File: config.mk
export PLATFORM = sky130hd
export DESIGN_NAME = prime_field_mod_alu
export DESIGN_NICKNAME = d
export VERILOG_FILES = /design/src/hw/rtl/pfm_pkg.sv /design/src/hw/rtl/pfm_dpath.sv /design/src/hw/rtl/pfm_ctrl.sv /design/src/hw/rtl/prime_field_mod_alu.sv
export SDC_FILE = /design/constraint.sdc
export NUM_CORES = 2
export LEC_CHECK = 0
export BUFFER_PORTS_ARGS = -buffer_cell sky130_fd_sc_hd__buf_2
export CORE_MARGIN = 3
export CORE_UTILIZATION = 35
export CTS_BUF_LIST = sky130_fd_sc_hd__clkbuf_2
export DETAILED_ROUTE_END_ITERATION = 10
export GPL_ROUTABILITY_DRIVEN = 0
export PLACE_DENSITY = 0.46
export SYNTH_ARGS = -nofsm -noshare
export SYNTH_HDL_FRONTEND = slang
export SYNTH_SLANG_ARGS = --single-unit
File: constraint.sdc
create_clock -name clock -period 27.7 [get_ports clock]
set_clock_uncertainty 0.15 [all_clocks]
set_input_delay 2.77 -clock clock [delete_from_list [all_inputs] [get_ports clock]]
set_output_delay 2.77 -clock clock [all_outputs]
set_load 0.05 [all_outputs]
File: src/hw/rtl/pfm_pkg.sv
`timescale 1ns / 1ps
// Shared types and constants of the prime field arithmetic unit.
package pfm_pkg;

   localparam int ElemW = 30;        // field element width
   localparam int ExpW  = 31;        // exponent width
   localparam int CmdW  = 3;         // command code width
   localparam int MulW  = 31;        // shared multiplier operand width
   localparam int ProdW = 2 * MulW;  // shared multiplier product width
   localparam int DiffW = 32;        // Barrett remainder width, holds values below 3P

   localparam logic [ElemW-1:0] FieldP    = 30'd1000000007;
   localparam logic [ExpW-1:0]  FieldPm2  = 31'd1000000005;
   // floor(2^60 / P) for Barrett reduction of a 60-bit product
   localparam logic [MulW-1:0]  BarrettMu = 31'd1152921496;

   typedef enum logic [CmdW-1:0] {
      CMD_ADD = 3'd0,
      CMD_SUB = 3'd1,
      CMD_MUL = 3'd2,
      CMD_DIV = 3'd3,
      CMD_NEG = 3'd4,
      CMD_INV = 3'd5,
      CMD_POW = 3'd6
   } cmd_type;

   // steps of one modular multiply on the shared multiplier
   typedef enum logic [2:0] {
      MM_IDLE,
      MM_PROD,
      MM_QUOT,
      MM_QP,
      MM_DIFF,
      MM_FIX
   } mm_step_type;

   // operand pair of a modular multiply; squaring writes base, the rest write acc
   typedef enum logic [1:0] {
      SRC_A_B,
      SRC_A_ACC,
      SRC_ACC_BASE,
      SRC_BASE_BASE
   } mm_src_type;

   typedef struct packed {
      logic        load;
      logic        alu;
      logic        pow_init;
      mm_step_type step;
      mm_src_type  src;
      logic        load_out;
   } dp_cmd_type;

   typedef struct packed {
      cmd_type cmd;
      logic    a_zero;
      logic    b_zero;
      logic    exp_zero;
      logic    exp_lsb;
   } dp_status_type;

endpackage

File: src/hw/rtl/pfm_dpath.sv
`timescale 1ns / 1ps
// Datapath: operand registers, add/sub unit, shared multiplier with Barrett reduction.
module pfm_dpath (
   input  logic                                 clock,
   input  logic [pfm_pkg::CmdW-1:0]             in_command,
   input  logic [pfm_pkg::ElemW-1:0]            in_operand_a,
   input  logic [pfm_pkg::ElemW-1:0]            in_operand_b,
   input  logic [pfm_pkg::ExpW-1:0]             in_exponent,
   input  pfm_pkg::dp_cmd_type                  ctl,
   output pfm_pkg::dp_status_type               stat,
   output logic [pfm_pkg::ElemW-1:0]            out_result,
   output logic                                 out_error
);

   localparam int ElemW = pfm_pkg::ElemW;
   localparam int ExpW  = pfm_pkg::ExpW;
   localparam int MulW  = pfm_pkg::MulW;
   localparam int ProdW = pfm_pkg::ProdW;
   localparam int DiffW = pfm_pkg::DiffW;
   localparam int TW    = 2 * ElemW;
   localparam logic [DiffW-1:0] PWide   = DiffW'(pfm_pkg::FieldP);
   localparam logic [DiffW-1:0] TwoPWide = PWide << 1;

   function automatic logic [ElemW-1:0] reduce_elem(input logic [ElemW-1:0] v);
      return (v >= pfm_pkg::FieldP) ? v - pfm_pkg::FieldP : v;
   endfunction

   pfm_pkg::cmd_type   cmd_ff, cmd_in;
   logic [ElemW-1:0]   a_ff, a_in;
   logic [ElemW-1:0]   b_ff, b_in;
   logic [ExpW-1:0]    exp_ff, exp_in;
   logic [ElemW-1:0]   acc_ff, acc_in;
   logic [ElemW-1:0]   base_ff, base_in;
   logic [TW-1:0]      t_ff, t_in;
   logic [ProdW-1:0]   mul_ff, mul_in;
   logic [DiffW-1:0]   diff_ff, diff_in;
   logic [ElemW-1:0]   result_ff, result_in;
   logic               error_ff, error_in;

   logic [ElemW-1:0]   src_x, src_y;
   logic [MulW-1:0]    mul_x, mul_y;
   logic [ProdW-1:0]   mul_p;
   logic [DiffW-1:0]   fixed;
   logic [ElemW:0]     sum;
   logic [ElemW-1:0]   alu_val;
   logic               err_cond;

   // operand pair of the current modular multiply
   always_comb begin
      src_x = a_ff;
      src_y = b_ff;
      case (ctl.src)
         pfm_pkg::SRC_A_B: begin
            src_x = a_ff;
            src_y = b_ff;
         end
         pfm_pkg::SRC_A_ACC: begin
            src_x = a_ff;
            src_y = acc_ff;
         end
         pfm_pkg::SRC_ACC_BASE: begin
            src_x = acc_ff;
            src_y = base_ff;
         end
         default: begin
            src_x = base_ff;
            src_y = base_ff;
         end
      endcase
   end

   // shared multiplier: product, then quotient estimate, then quotient times P
   always_comb begin
      mul_x = '0;
      mul_y = '0;
      case (ctl.step)
         pfm_pkg::MM_PROD: begin
            mul_x = MulW'(src_x);
            mul_y = MulW'(src_y);
         end
         pfm_pkg::MM_QUOT: begin
            mul_x = t_ff[TW-1:ElemW-1];
            mul_y = pfm_pkg::BarrettMu;
         end
         pfm_pkg::MM_QP: begin
            mul_x = mul_ff[ProdW-1:MulW];
            mul_y = MulW'(pfm_pkg::FieldP);
         end
         default: begin
            mul_x = '0;
            mul_y = '0;
         end
      endcase
   end

   assign mul_p = mul_x * mul_y;

   // remainder is below 3P: subtract P at most twice
   always_comb begin
      if (diff_ff >= TwoPWide) begin
         fixed = diff_ff - TwoPWide;
      end else if (diff_ff >= PWide) begin
         fixed = diff_ff - PWide;
      end else begin
         fixed = diff_ff;
      end
   end

   // add, subtract, negate; unused command gives zero
   always_comb begin
      sum     = {1'b0, a_ff} + {1'b0, b_ff};
      alu_val = '0;
      case (cmd_ff)
         pfm_pkg::CMD_ADD: begin
            if (sum >= {1'b0, pfm_pkg::FieldP}) begin
               alu_val = ElemW'(sum - {1'b0, pfm_pkg::FieldP});
            end else begin
               alu_val = sum[ElemW-1:0];
            end
         end
         pfm_pkg::CMD_SUB: begin
            if (a_ff >= b_ff) begin
               alu_val = a_ff - b_ff;
            end else begin
               alu_val = ElemW'({1'b0, a_ff} + {1'b0, pfm_pkg::FieldP} - {1'b0, b_ff});
            end
         end
         pfm_pkg::CMD_NEG: begin
            alu_val = (a_ff == '0) ? '0 : pfm_pkg::FieldP - a_ff;
         end
         default: begin
            alu_val = '0;
         end
      endcase
   end

   assign err_cond = ((cmd_ff == pfm_pkg::CMD_DIV) && (b_ff == '0)) ||
                     ((cmd_ff == pfm_pkg::CMD_INV) && (a_ff == '0));

   always_comb begin
      cmd_in    = cmd_ff;
      a_in      = a_ff;
      b_in      = b_ff;
      exp_in    = exp_ff;
      acc_in    = acc_ff;
      base_in   = base_ff;
      t_in      = t_ff;
      mul_in    = mul_ff;
      diff_in   = diff_ff;
      result_in = result_ff;
      error_in  = error_ff;

      if (ctl.load) begin
         cmd_in = pfm_pkg::cmd_type'(in_command);
         a_in   = reduce_elem(in_operand_a);
         b_in   = reduce_elem(in_operand_b);
         exp_in = in_exponent;
      end

      if (ctl.alu) begin
         acc_in = alu_val;
      end

      if (ctl.pow_init) begin
         acc_in  = ElemW'(1);
         base_in = (cmd_ff == pfm_pkg::CMD_DIV) ? b_ff : a_ff;
         exp_in  = (cmd_ff == pfm_pkg::CMD_POW) ? exp_ff : pfm_pkg::FieldPm2;
      end

      case (ctl.step) inside
         pfm_pkg::MM_PROD: begin
            t_in = mul_p[TW-1:0];
         end
         pfm_pkg::MM_QUOT, pfm_pkg::MM_QP: begin
            mul_in = mul_p;
         end
         pfm_pkg::MM_DIFF: begin
            diff_in = t_ff[DiffW-1:0] - mul_ff[DiffW-1:0];
         end
         pfm_pkg::MM_FIX: begin
            if (ctl.src == pfm_pkg::SRC_BASE_BASE) begin
               base_in = fixed[ElemW-1:0];
               exp_in  = exp_ff >> 1;
            end else begin
               acc_in  = fixed[ElemW-1:0];
               exp_in  = {exp_ff[ExpW-1:1], 1'b0};
            end
         end
         default: begin
         end
      endcase

      if (ctl.load_out) begin
         result_in = err_cond ? '0 : acc_ff;
         error_in  = err_cond;
      end
   end

   always_ff @(posedge clock) begin
      cmd_ff    <= cmd_in;
      a_ff      <= a_in;
      b_ff      <= b_in;
      exp_ff    <= exp_in;
      acc_ff    <= acc_in;
      base_ff   <= base_in;
      t_ff      <= t_in;
      mul_ff    <= mul_in;
      diff_ff   <= diff_in;
      result_ff <= result_in;
      error_ff  <= error_in;
   end

   assign stat.cmd      = cmd_ff;
   assign stat.a_zero   = (a_ff == '0);
   assign stat.b_zero   = (b_ff == '0);
   assign stat.exp_zero = (exp_ff == '0);
   assign stat.exp_lsb  = exp_ff[0];

   assign out_result = result_ff;
   assign out_error  = error_ff;

endmodule

File: src/hw/rtl/pfm_ctrl.sv
`timescale 1ns / 1ps
// Controller: sequences commands, square-and-multiply and the modular multiply steps.
module pfm_ctrl (
   input  logic                   clock,
   input  logic                   reset,
   input  logic                   in_valid,
   output logic                   in_ready,
   output logic                   out_valid,
   input  logic                   out_ready,
   input  pfm_pkg::dp_status_type stat,
   output pfm_pkg::dp_cmd_type    ctl
);

   typedef enum logic [3:0] {
      ST_IDLE,
      ST_DISPATCH,
      ST_CHECK,
      ST_PROD,
      ST_QUOT,
      ST_QP,
      ST_DIFF,
      ST_FIX,
      ST_FINISH
   } state_type;

   state_type           state_ff, state_in;
   pfm_pkg::mm_src_type src_ff, src_in;
   logic                last_ff, last_in;
   logic                valid_ff, valid_in;

   always_comb begin
      state_in     = state_ff;
      src_in       = src_ff;
      last_in      = last_ff;
      valid_in     = valid_ff && !out_ready;
      ctl          = '0;
      ctl.step     = pfm_pkg::MM_IDLE;
      ctl.src      = src_ff;

      unique case (state_ff)
         ST_IDLE: begin
            if (in_valid) begin
               ctl.load = 1'b1;
               state_in = ST_DISPATCH;
            end
         end
         ST_DISPATCH: begin
            case (stat.cmd)
               pfm_pkg::CMD_MUL: begin
                  src_in   = pfm_pkg::SRC_A_B;
                  last_in  = 1'b1;
                  state_in = ST_PROD;
               end
               pfm_pkg::CMD_DIV: begin
                  if (stat.b_zero) begin
                     state_in = ST_FINISH;
                  end else begin
                     ctl.pow_init = 1'b1;
                     state_in     = ST_CHECK;
                  end
               end
               pfm_pkg::CMD_INV: begin
                  if (stat.a_zero) begin
                     state_in = ST_FINISH;
                  end else begin
                     ctl.pow_init = 1'b1;
                     state_in     = ST_CHECK;
                  end
               end
               pfm_pkg::CMD_POW: begin
                  ctl.pow_init = 1'b1;
                  state_in     = ST_CHECK;
               end
               default: begin
                  ctl.alu  = 1'b1;
                  state_in = ST_FINISH;
               end
            endcase
         end
         ST_CHECK: begin
            // exponent used up: divide still needs the multiply by the dividend
            if (stat.exp_zero) begin
               if (stat.cmd == pfm_pkg::CMD_DIV) begin
                  src_in   = pfm_pkg::SRC_A_ACC;
                  last_in  = 1'b1;
                  state_in = ST_PROD;
               end else begin
                  state_in = ST_FINISH;
               end
            end else if (stat.exp_lsb) begin
               src_in   = pfm_pkg::SRC_ACC_BASE;
               last_in  = 1'b0;
               state_in = ST_PROD;
            end else begin
               src_in   = pfm_pkg::SRC_BASE_BASE;
               last_in  = 1'b0;
               state_in = ST_PROD;
            end
         end
         ST_PROD: begin
            ctl.step = pfm_pkg::MM_PROD;
            state_in = ST_QUOT;
         end
         ST_QUOT: begin
            ctl.step = pfm_pkg::MM_QUOT;
            state_in = ST_QP;
         end
         ST_QP: begin
            ctl.step = pfm_pkg::MM_QP;
            state_in = ST_DIFF;
         end
         ST_DIFF: begin
            ctl.step = pfm_pkg::MM_DIFF;
            state_in = ST_FIX;
         end
         ST_FIX: begin
            ctl.step = pfm_pkg::MM_FIX;
            state_in = last_ff ? ST_FINISH : ST_CHECK;
         end
         ST_FINISH: begin
            // hold until the output register is free or being drained
            if (!valid_ff || out_ready) begin
               ctl.load_out = 1'b1;
               valid_in     = 1'b1;
               state_in     = ST_IDLE;
            end
         end
         default: begin
            state_in = ST_IDLE;
         end
      endcase
   end

   always_ff @(posedge clock) begin
      if (reset) begin
         state_ff <= ST_IDLE;
         src_ff   <= pfm_pkg::SRC_A_B;
         last_ff  <= 1'b0;
         valid_ff <= 1'b0;
      end else begin
         state_ff <= state_in;
         src_ff   <= src_in;
         last_ff  <= last_in;
         valid_ff <= valid_in;
      end
   end

   assign in_ready  = (state_ff == ST_IDLE);
   assign out_valid = valid_ff;

endmodule

File: src/hw/rtl/prime_field_mod_alu.sv
`timescale 1ns / 1ps
// Add, subtract, negate and error cases go from dispatch straight to the output register; multiply
// runs one modular multiply; power and inverse run square-and-multiply with at most 61 modular
// multiplies, and divide one more. Each modular multiply uses the single shared 31x31 multiplier
// in steps (product, Barrett quotient, quotient times P, two corrections).
// One item is in work at a time; the next beat is taken once the result sits in the output register.
// Synchronous active-high reset returns the controller to idle and empties the output register.
module prime_field_mod_alu (
   input  logic        clock,
   input  logic        reset,
   input  logic        req_tvalid,
   output logic        req_tready,
   input  logic [95:0] req_tdata,   // command[2:0], operand_a[32:3], operand_b[62:33], exponent[93:63]
   output logic        rsp_tvalid,
   input  logic        rsp_tready,
   output logic [31:0] rsp_tdata    // result[29:0], error[30]
);

   pfm_pkg::dp_cmd_type            ctl;
   pfm_pkg::dp_status_type         stat;
   logic [pfm_pkg::ElemW-1:0]      out_result;
   logic                           out_error;

   pfm_ctrl u_ctrl (
      .clock     (clock),
      .reset     (reset),
      .in_valid  (req_tvalid),
      .in_ready  (req_tready),
      .out_valid (rsp_tvalid),
      .out_ready (rsp_tready),
      .stat      (stat),
      .ctl       (ctl)
   );

   pfm_dpath u_dpath (
      .clock        (clock),
      .in_command   (req_tdata[2:0]),
      .in_operand_a (req_tdata[32:3]),
      .in_operand_b (req_tdata[62:33]),
      .in_exponent  (req_tdata[93:63]),
      .ctl          (ctl),
      .stat         (stat),
      .out_result   (out_result),
      .out_error    (out_error)
   );

   assign rsp_tdata = {1'b0, out_error, out_result};

   a_busy_after_accept: assert property (@(posedge clock) disable iff (reset)
      (req_tvalid && req_tready) |=> !req_tready)
      else $error("input taken while an item is still in work");

   a_load_into_free_slot: assert property (@(posedge clock) disable iff (reset)
      ctl.load_out |-> (!rsp_tvalid || rsp_tready))
      else $error("result loaded over an undelivered beat");

   a_load_shows_result: assert property (@(posedge clock) disable iff (reset)
      ctl.load_out |=> rsp_tvalid)
      else $error("loaded result not presented");

   a_error_gives_zero: assert property (@(posedge clock) disable iff (reset)
      (rsp_tvalid && rsp_tdata[30]) |-> (rsp_tdata[29:0] == '0))
      else $error("error beat with nonzero result");

endmodule
Word level (Yosys, flattened, before mapping). Index checks and enable logic that the tools add are counted.

Register bits: 347. Bits in latches: 0. RAM bits: 0. Bits in read-only memories: 0. Input bits: 100. Output and inout port bits: 34. Logic and storage cells: 148. Memories: 0.

Add/subtract/negate cells: 11. Multiply operators: 1. Divide/modulo/power cells: 0. Magnitude comparators: 6. Eq/ne operators: 27. Shift operators: 0. Mux-type cells: 64. Bitwise gates (word level): 2. Reductions and logical operators: 21.

Operators by type and width (number): 30-bit two-way mux (21); 31-bit two-way mux (8); 31-bit case mux with 3 select lines (2); 30-bit subtractor (second input constant) (5); 30-bit case mux with 2 select lines (2); 30-bit case mux with 3 select lines (1); 31-bit by 31-bit multiplier with 62-bit output (1); 30-bit >= comparator (second input constant) (2); 30-bit logical NOT (2); 30-bit subtractor (2); 4-bit case mux with 9 select lines (1); 32-bit by 30-bit >= comparator with 1-bit output (second input constant) (1); 32-bit by 31-bit >= comparator with 1-bit output (second input constant) (1); 32-bit subtractor (1); 30-bit by 30-bit adder with 31-bit output (1); 31-bit by 30-bit >= comparator with 1-bit output (second input constant) (1); 31-bit logical NOT (1); 30-bit adder (second input constant) (1); 30-bit >= comparator (1); 30-bit subtractor (first input constant) (1); 4-bit two-way mux (7); 4-bit by 3-bit == test with 1-bit output (second input constant) (4); 4-bit case mux with 4 select lines (1); 3-bit == test (second input constant) (5); other kinds (29) (59).

Logic depth before layout (Yosys ltp).
Depth after elaboration: 11. Mapped depth: 40. Depth with buffers taken out: 35.

Modules after synthesis. Synthesis repeated with hierarchy kept, for this count alone.

Cells, all modules: 6321. Area total of the unflattened synthesis: 55934.9 um2.

Modules (own cells, without submodules): pfm_dpath (instances 1, cells each 6249, area each 55373.1 um2, sequential area each 9569.2 um2); pfm_ctrl (instances 1, cells each 69, area each 543.0 um2, sequential area each 160.2 um2); prime_field_mod_alu (instances 1, cells each 3, area each 18.8 um2, sequential area each 0.0 um2).

Worst setup path after synthesis. No wires, ideal clock.

Path type: register -> register. Start point: reg u_ctrl.state_ff[3]. End point: reg u_dpath.mul_ff[54], data pin. Setup time: 271 ps. Arrival time: 11103 ps. Data required time: 27279 ps. Slack: 16176 ps. Stages on the path, launching flop included: 39. Path buffers: 5. Period minus slack after synthesis: 11524 ps. Cells stage by stage: dfxtp_1 -> clkbuf_1 -> nand2b_1 -> or2_2 -> clkbuf_1 -> clkinv_1 -> and2_1 -> clkbuf_1 -> clkbuf_1 -> a211oi_1 -> clkbuf_1 -> nor2_1 -> fa_1 -> fa_1 -> fa_1 -> inv_1 -> fa_1 -> inv_1 -> [... 3 more ...] -> inv_1 -> fa_1 -> inv_1 -> fa_1 -> inv_1 -> ha_1 -> a21o_1 -> a21o_1 -> a21oi_1 -> o21a_1 -> o31ai_1 -> a211o_1 -> a31oi_1 -> o31ai_1 -> a21oi_1 -> o21ai_0 -> o41ai_1 -> xnor2_1.

Longest elaborated chain between the ends: 5. Elaborated cells on any way between the ends: 12. Classes of those cells: mul (1); eq/ne (8); mux (3).

Ends and longest elaborated chain: from (decl) (RTL line pfm_ctrl.sv:26) `state_type state_ff, state_in;`; from (signal assigned) (RTL line pfm_ctrl.sv:141) `state_ff <= state_in;`; 4-bit by 3-bit == test with 1-bit output or 4-bit by 2-bit == test with 1-bit output (tied branches) (RTL line pfm_ctrl.sv:40) `unique case (state_ff)`; 3-bit case mux with 5 select lines (*) (RTL line pfm_ctrl.sv:40); 3-bit by 2-bit == test with 1-bit output or 3-bit by 1-bit == test with 1-bit output (tied branches) (RTL line pfm_dpath.sv:76) `case (ctl.step)`; 31-bit case mux with 3 select lines (RTL line pfm_dpath.sv:76); 31-bit by 31-bit multiplier with 62-bit output (*) (RTL line pfm_dpath.sv:96) `assign mul_p = mul_x * mul_y;`; net u_dpath.mul_p[54] (RTL line pfm_dpath.sv:42) `logic [ProdW-1:0] mul_p;`; to (signal assigned) (RTL line pfm_dpath.sv:207) `mul_ff <= mul_in;`; to (decl) (RTL line pfm_dpath.sv:35) `logic [ProdW-1:0] mul_ff, mul_in;`.

Mark *: on every way through the listed nets, which the timed path passes. The rest lies on a longest branch. A chain may end at the register's enable or synchronous reset.

Worst setup path in the final report.
Start point: reg u_ctrl.state_ff[0]. End point: reg u_dpath.t_ff[59], data pin.

Longest elaborated chain between the ends: 5. Elaborated cells on any way between the ends: 12. Classes of those cells: mul (1); eq/ne (8); mux (3).

Ends and longest elaborated chain: 4-bit by 3-bit == test with 1-bit output or 4-bit by 2-bit == test with 1-bit output (tied branches) (RTL line pfm_ctrl.sv:40); 3-bit case mux with 5 select lines (*) (RTL line pfm_ctrl.sv:40); 3-bit by 2-bit == test with 1-bit output or 3-bit by 1-bit == test with 1-bit output (tied branches) (RTL line pfm_dpath.sv:76); 31-bit case mux with 3 select lines (RTL line pfm_dpath.sv:76); 31-bit by 31-bit multiplier with 62-bit output (*) (RTL line pfm_dpath.sv:96); net u_dpath.mul_p[59] (RTL line pfm_dpath.sv:42); to (signal assigned) (RTL line pfm_dpath.sv:206) `t_ff <= t_in;`; to (decl) (RTL line pfm_dpath.sv:34) `logic [TW-1:0] t_ff, t_in;`.

Marked as above.

==> key figures <==
Run status
  • Status: finished, final reports clean

Critical path
  • CP Capture Type: flip-flop
  • Crit. Startpoint: u_ctrl.state_ff[0]$_SDFFE_PP0P_
  • Critical path's most frequent cell: fa_1
  • Critical Path AT: between 10 and 15 ns
  • R2r startpoint: u_ctrl.state_ff[0]$_SDFFE_PP0P_
  • Slowest-stage cell, CP: nor4_1
  • Critical Path RT: between 20 and 30 ns
  • Slowest stage delay, CP: ~0.8 ns
  • Reg2Reg Depth: 31
  • Critical path fanouts, max: 54
  • Worst setup path category: reg -> reg
  • Flop2flop setup slack: approximately 15 ns
  • Setup crit end: u_dpath.t_ff[59]$_DFFE_PN_
  • Crit Reg-Reg Endpoint: u_dpath.t_ff[59]$_DFFE_PN_
  • Crit start category: flip-flop

Global routing
  • Initial antenna violation count: 4
  • First-pass GRT wire length: ~310,000 um
  • Tot GR Track Use: around a quarter
  • Grt total ovfl: 0
  • Largest net degree at the start of global routing: between 70 and 80
  • Number of global-route vias before repair: 47,083

STA
  • Final hold vios: 0
  • RSZ-0062 raised after global routing: false
  • Pin slew with the least headroom to its limit: about 1.4 ns
  • Worst slew margin: under 10%
  • Minimum clock period: ~13 ns
  • Final setup fails: 0
  • Period utilization: a little under half
  • Max-slew violations: 0
  • Setup TNS: 0 ns
  • Fmax achieved: roughly 80 MHz

Die
  • Num rows: 145
  • Core Footprint: about 160,000 um2
  • Die H: 404 um
  • Die width: between 400 and 500 um
  • Die ar.: between 150,000 and 200,000 um2
  • Boundary Pins: about 130
  • Initial core utilization: 35.4%

Clocking
  • Worst-skew pair later-pin latency: about 1.4 ns
  • PostCTS Resize Cnt: 0
  • Num CTS Buffers: between 100 and 150
  • CTS tree: built
  • Worst-path clk slew: about 0.10 ns
  • Clock tree buffer depth: 3
  • H-tree depth: 3
  • Setup bufs post-CTS: 0
  • Clk root buf: clkbuf_2
  • Hold buffer count at cts: 0
  • Sink Count: between 300 and 400

Cells and area
  • Share of cells above drive strength 1: 8.63%
  • Final core utilization: a little under two fifths
  • Multi-input gate area: around 40,000 um2
  • Layout area overhead: 8.07%
  • Layout Nets: 7,739
  • Register Area: about 10000 um2
  • Fill count: around 16,000

Logic synthesis
  • Yosys warnings: 0
  • Sequential-to-total area share from yosys stat: between 10% and 20%
  • Async S/R FF share, synth: 0%
  • Mapped Area: ~56,000 um2
  • #FFs+latches synth: around 350
  • Cell count after synthesis: between 6,000 and 7,000
  • Synth Area per Inst: between 8 and 9 um2
  • Most used flip-flop cell after synthesis: edfxtp_1
  • Distinct cells, synth: between 90 and 100
  • Post-synth EDFFs: around 280

Placement
  • Post-DP HPWL: ~170,000 um
  • # port buffers: 130

Detailed routing
  • Vias per cell: about 5.4
  • DR vias: 46,089
  • Iteration-0 DRC count of the detailed router: approximately 3,700
  • Wire per inst: roughly 25 um
  • DRC viols: 0
  • WL final: around 210,000 um
  • Pre-antenna DRT Iters: 6
  • DRT antenna net count: 0

Worst hold path
  • Hold Crit Class: reg -> reg
  • Min-delay src: u_dpath.exp_ff[1]$_DFFE_PP_

Flow run
  • Max-cap viol count: 0

Power
  • VDD IR max: about 0.030 mV
  • Static Leak: around 27 nW
  • Pwr Density: about 48 nW/um2
-- worst min path at each step --
stage / cells past startpoint / slack [ns] / endpoint
after floorplan: 2 / 0.32 / u_dpath.exp_ff[0]$_DFF_P_
after global routing: 2 / 0.43 / u_dpath.base_ff[7]$_DFF_P_
after detailed placement: 2 / 0.34 / u_dpath.exp_ff[0]$_DFF_P_
final: 2 / 0.38 / u_dpath.exp_ff[0]$_DFF_P_
after CTS: 2 / 0.38 / u_dpath.exp_ff[0]$_DFF_P_
after global placement: 2 / 0.34 / u_dpath.exp_ff[0]$_DFF_P_
-- placed cells by master (no fill, tap or decap), types with 66 or more instances in the layout --
master,n
xnor2_1,214
inv_1,1021
a21o_1,66
and2_1,85
o211ai_1,95
xor2_1,70
edfxtp_1,278
o21ai_0,223
clkbuf_2,147
buf_2,130
fa_1,856
nand3_1,70
nand2_1,735
a21oi_1,239
ha_1,395
nor2_1,728
dfxtp_1,67
mux2i_1,68
buf_4,152
-- layout make-up --
type	instances	area share [%]
well taps	2058	4.29
multi-input cells	4624	68.5
inverters	1032	6.46
flip-flops and latches	347	16.2
clock buffers	147	1.22
clock inverters	34	0.325
diodes	5	0.0208
repair buffers	282	2.98
-- synth_stat cells (19+ instances only) --
master    count  share of area (%)
a221oi_1     23               0.36
a22oi_1      19               0.26
fa_1        856                 31
a211oi_1     66               0.89
nand4_1      20               0.23
nor2_1      737                5.0
and3_1       19               0.21
inv_1      1023                6.9
a31oi_1      35               0.39
xor2_1       70                1.1
buf_1        24               0.16
edfxtp_1    278                 15
mux2i_1      68                1.2
o31ai_1      24               0.32
nand3_1      70               0.63
and2_1       86               0.97
o211ai_1     95                1.3
a211o_1      26               0.41
xnor2_1     214                3.4
nand2b_1     41               0.46
o21bai_1     25               0.34
a21oi_1     242                2.2
o21a_1       31               0.42
clkbuf_1    267                1.8
a21o_1       66               0.89
nor3_1       56               0.50
dfxtp_1      69                2.5
nand2_1     735                5.0
nor2b_1      42               0.47
o221ai_1     40               0.63
or3_1        22               0.25
ha_1        395                8.9
nor4_1       47               0.53
o21ai_0     235                2.1
o21ai_1      20               0.18
-- report_power, final --
| part | internal [mW] | switching, mW | total (mW) |
|---|---|---|---|
| combinational | 0.542 | 1.08 | 1.62 |
| sequential | 0.698 | 0.166 | 0.864 |
| clock | 0.156 | 0.255 | 0.410 |
| total | 1.40 | 1.50 | 2.89 |
-- state kept, by name (all words and copies together), names as in the netlist --
name / count
u_dpath.out_result: 30
u_dpath.mul_ff: 62
u_dpath.acc_ff: 30
u_ctrl.src_ff: 2
u_dpath.out_error: 1
u_dpath.a_ff: 30
u_dpath.b_ff: 30
u_ctrl.state_ff: 4
u_dpath.t_ff: 60
u_dpath.exp_ff: 31
u_dpath.diff_ff: 32
u_ctrl.out_valid: 1
u_dpath.cmd_ff: 3
u_ctrl.last_ff: 1
u_dpath.base_ff: 30
-- metal layers --
layer	share of wire, %	routed length (um)	vias up	GRT usage [%]
met5	0.0062	13	-	0
met4	3.8	7990	2	9.16
met3	7.0	14800	358	4.71
met2	46	98000	1662	42.0
met1	43	90500	23378	34.5
li1	-	-	20689	-
-- cells by family after synthesis --
| group | synth area share (%) |
|---|---|
| AO/OA/AOI/OAI | 12.8 |
| XOR/XNOR | 4.48 |
| AND/OR/NAND/NOR | 15.0 |
| adder cells (fa/ha/maj) | 39.7 |
| flip-flops | 17.5 |
| other | 0.0135 |
| buffers and inverters | 9.11 |
| multiplexers | 1.37 |
-- per-stage QoR --
step	hold slack (ns)	std cells	instance area [um2]	setup slack, ns	total power [mW]
finish	0.380	8529	60100	15.16	2.89
global route	0.426	8529	60100	14.49	3.06
CTS	0.378	8523	60000	15.05	2.88
detailed placement	0.344	8342	59100	15.17	2.45
global placement	0.342	8342	59100	15.23	2.44
floorplan	0.318	6310	55600	16.18	1.85
-- critical path: cells and delay by family, from the launching register on --
family / cells / cell delay [ns]
buffers and inverters: 6 / 2.17
AO/OA/AOI/OAI: 10 / 3.01
adder cells (fa/ha/maj): 9 / 4.34
AND/OR/NAND/NOR: 5 / 1.76
flip-flops: 1 / 0.48
XOR/XNOR: 1 / 0.24
Power figures use the tool's default switching activity.
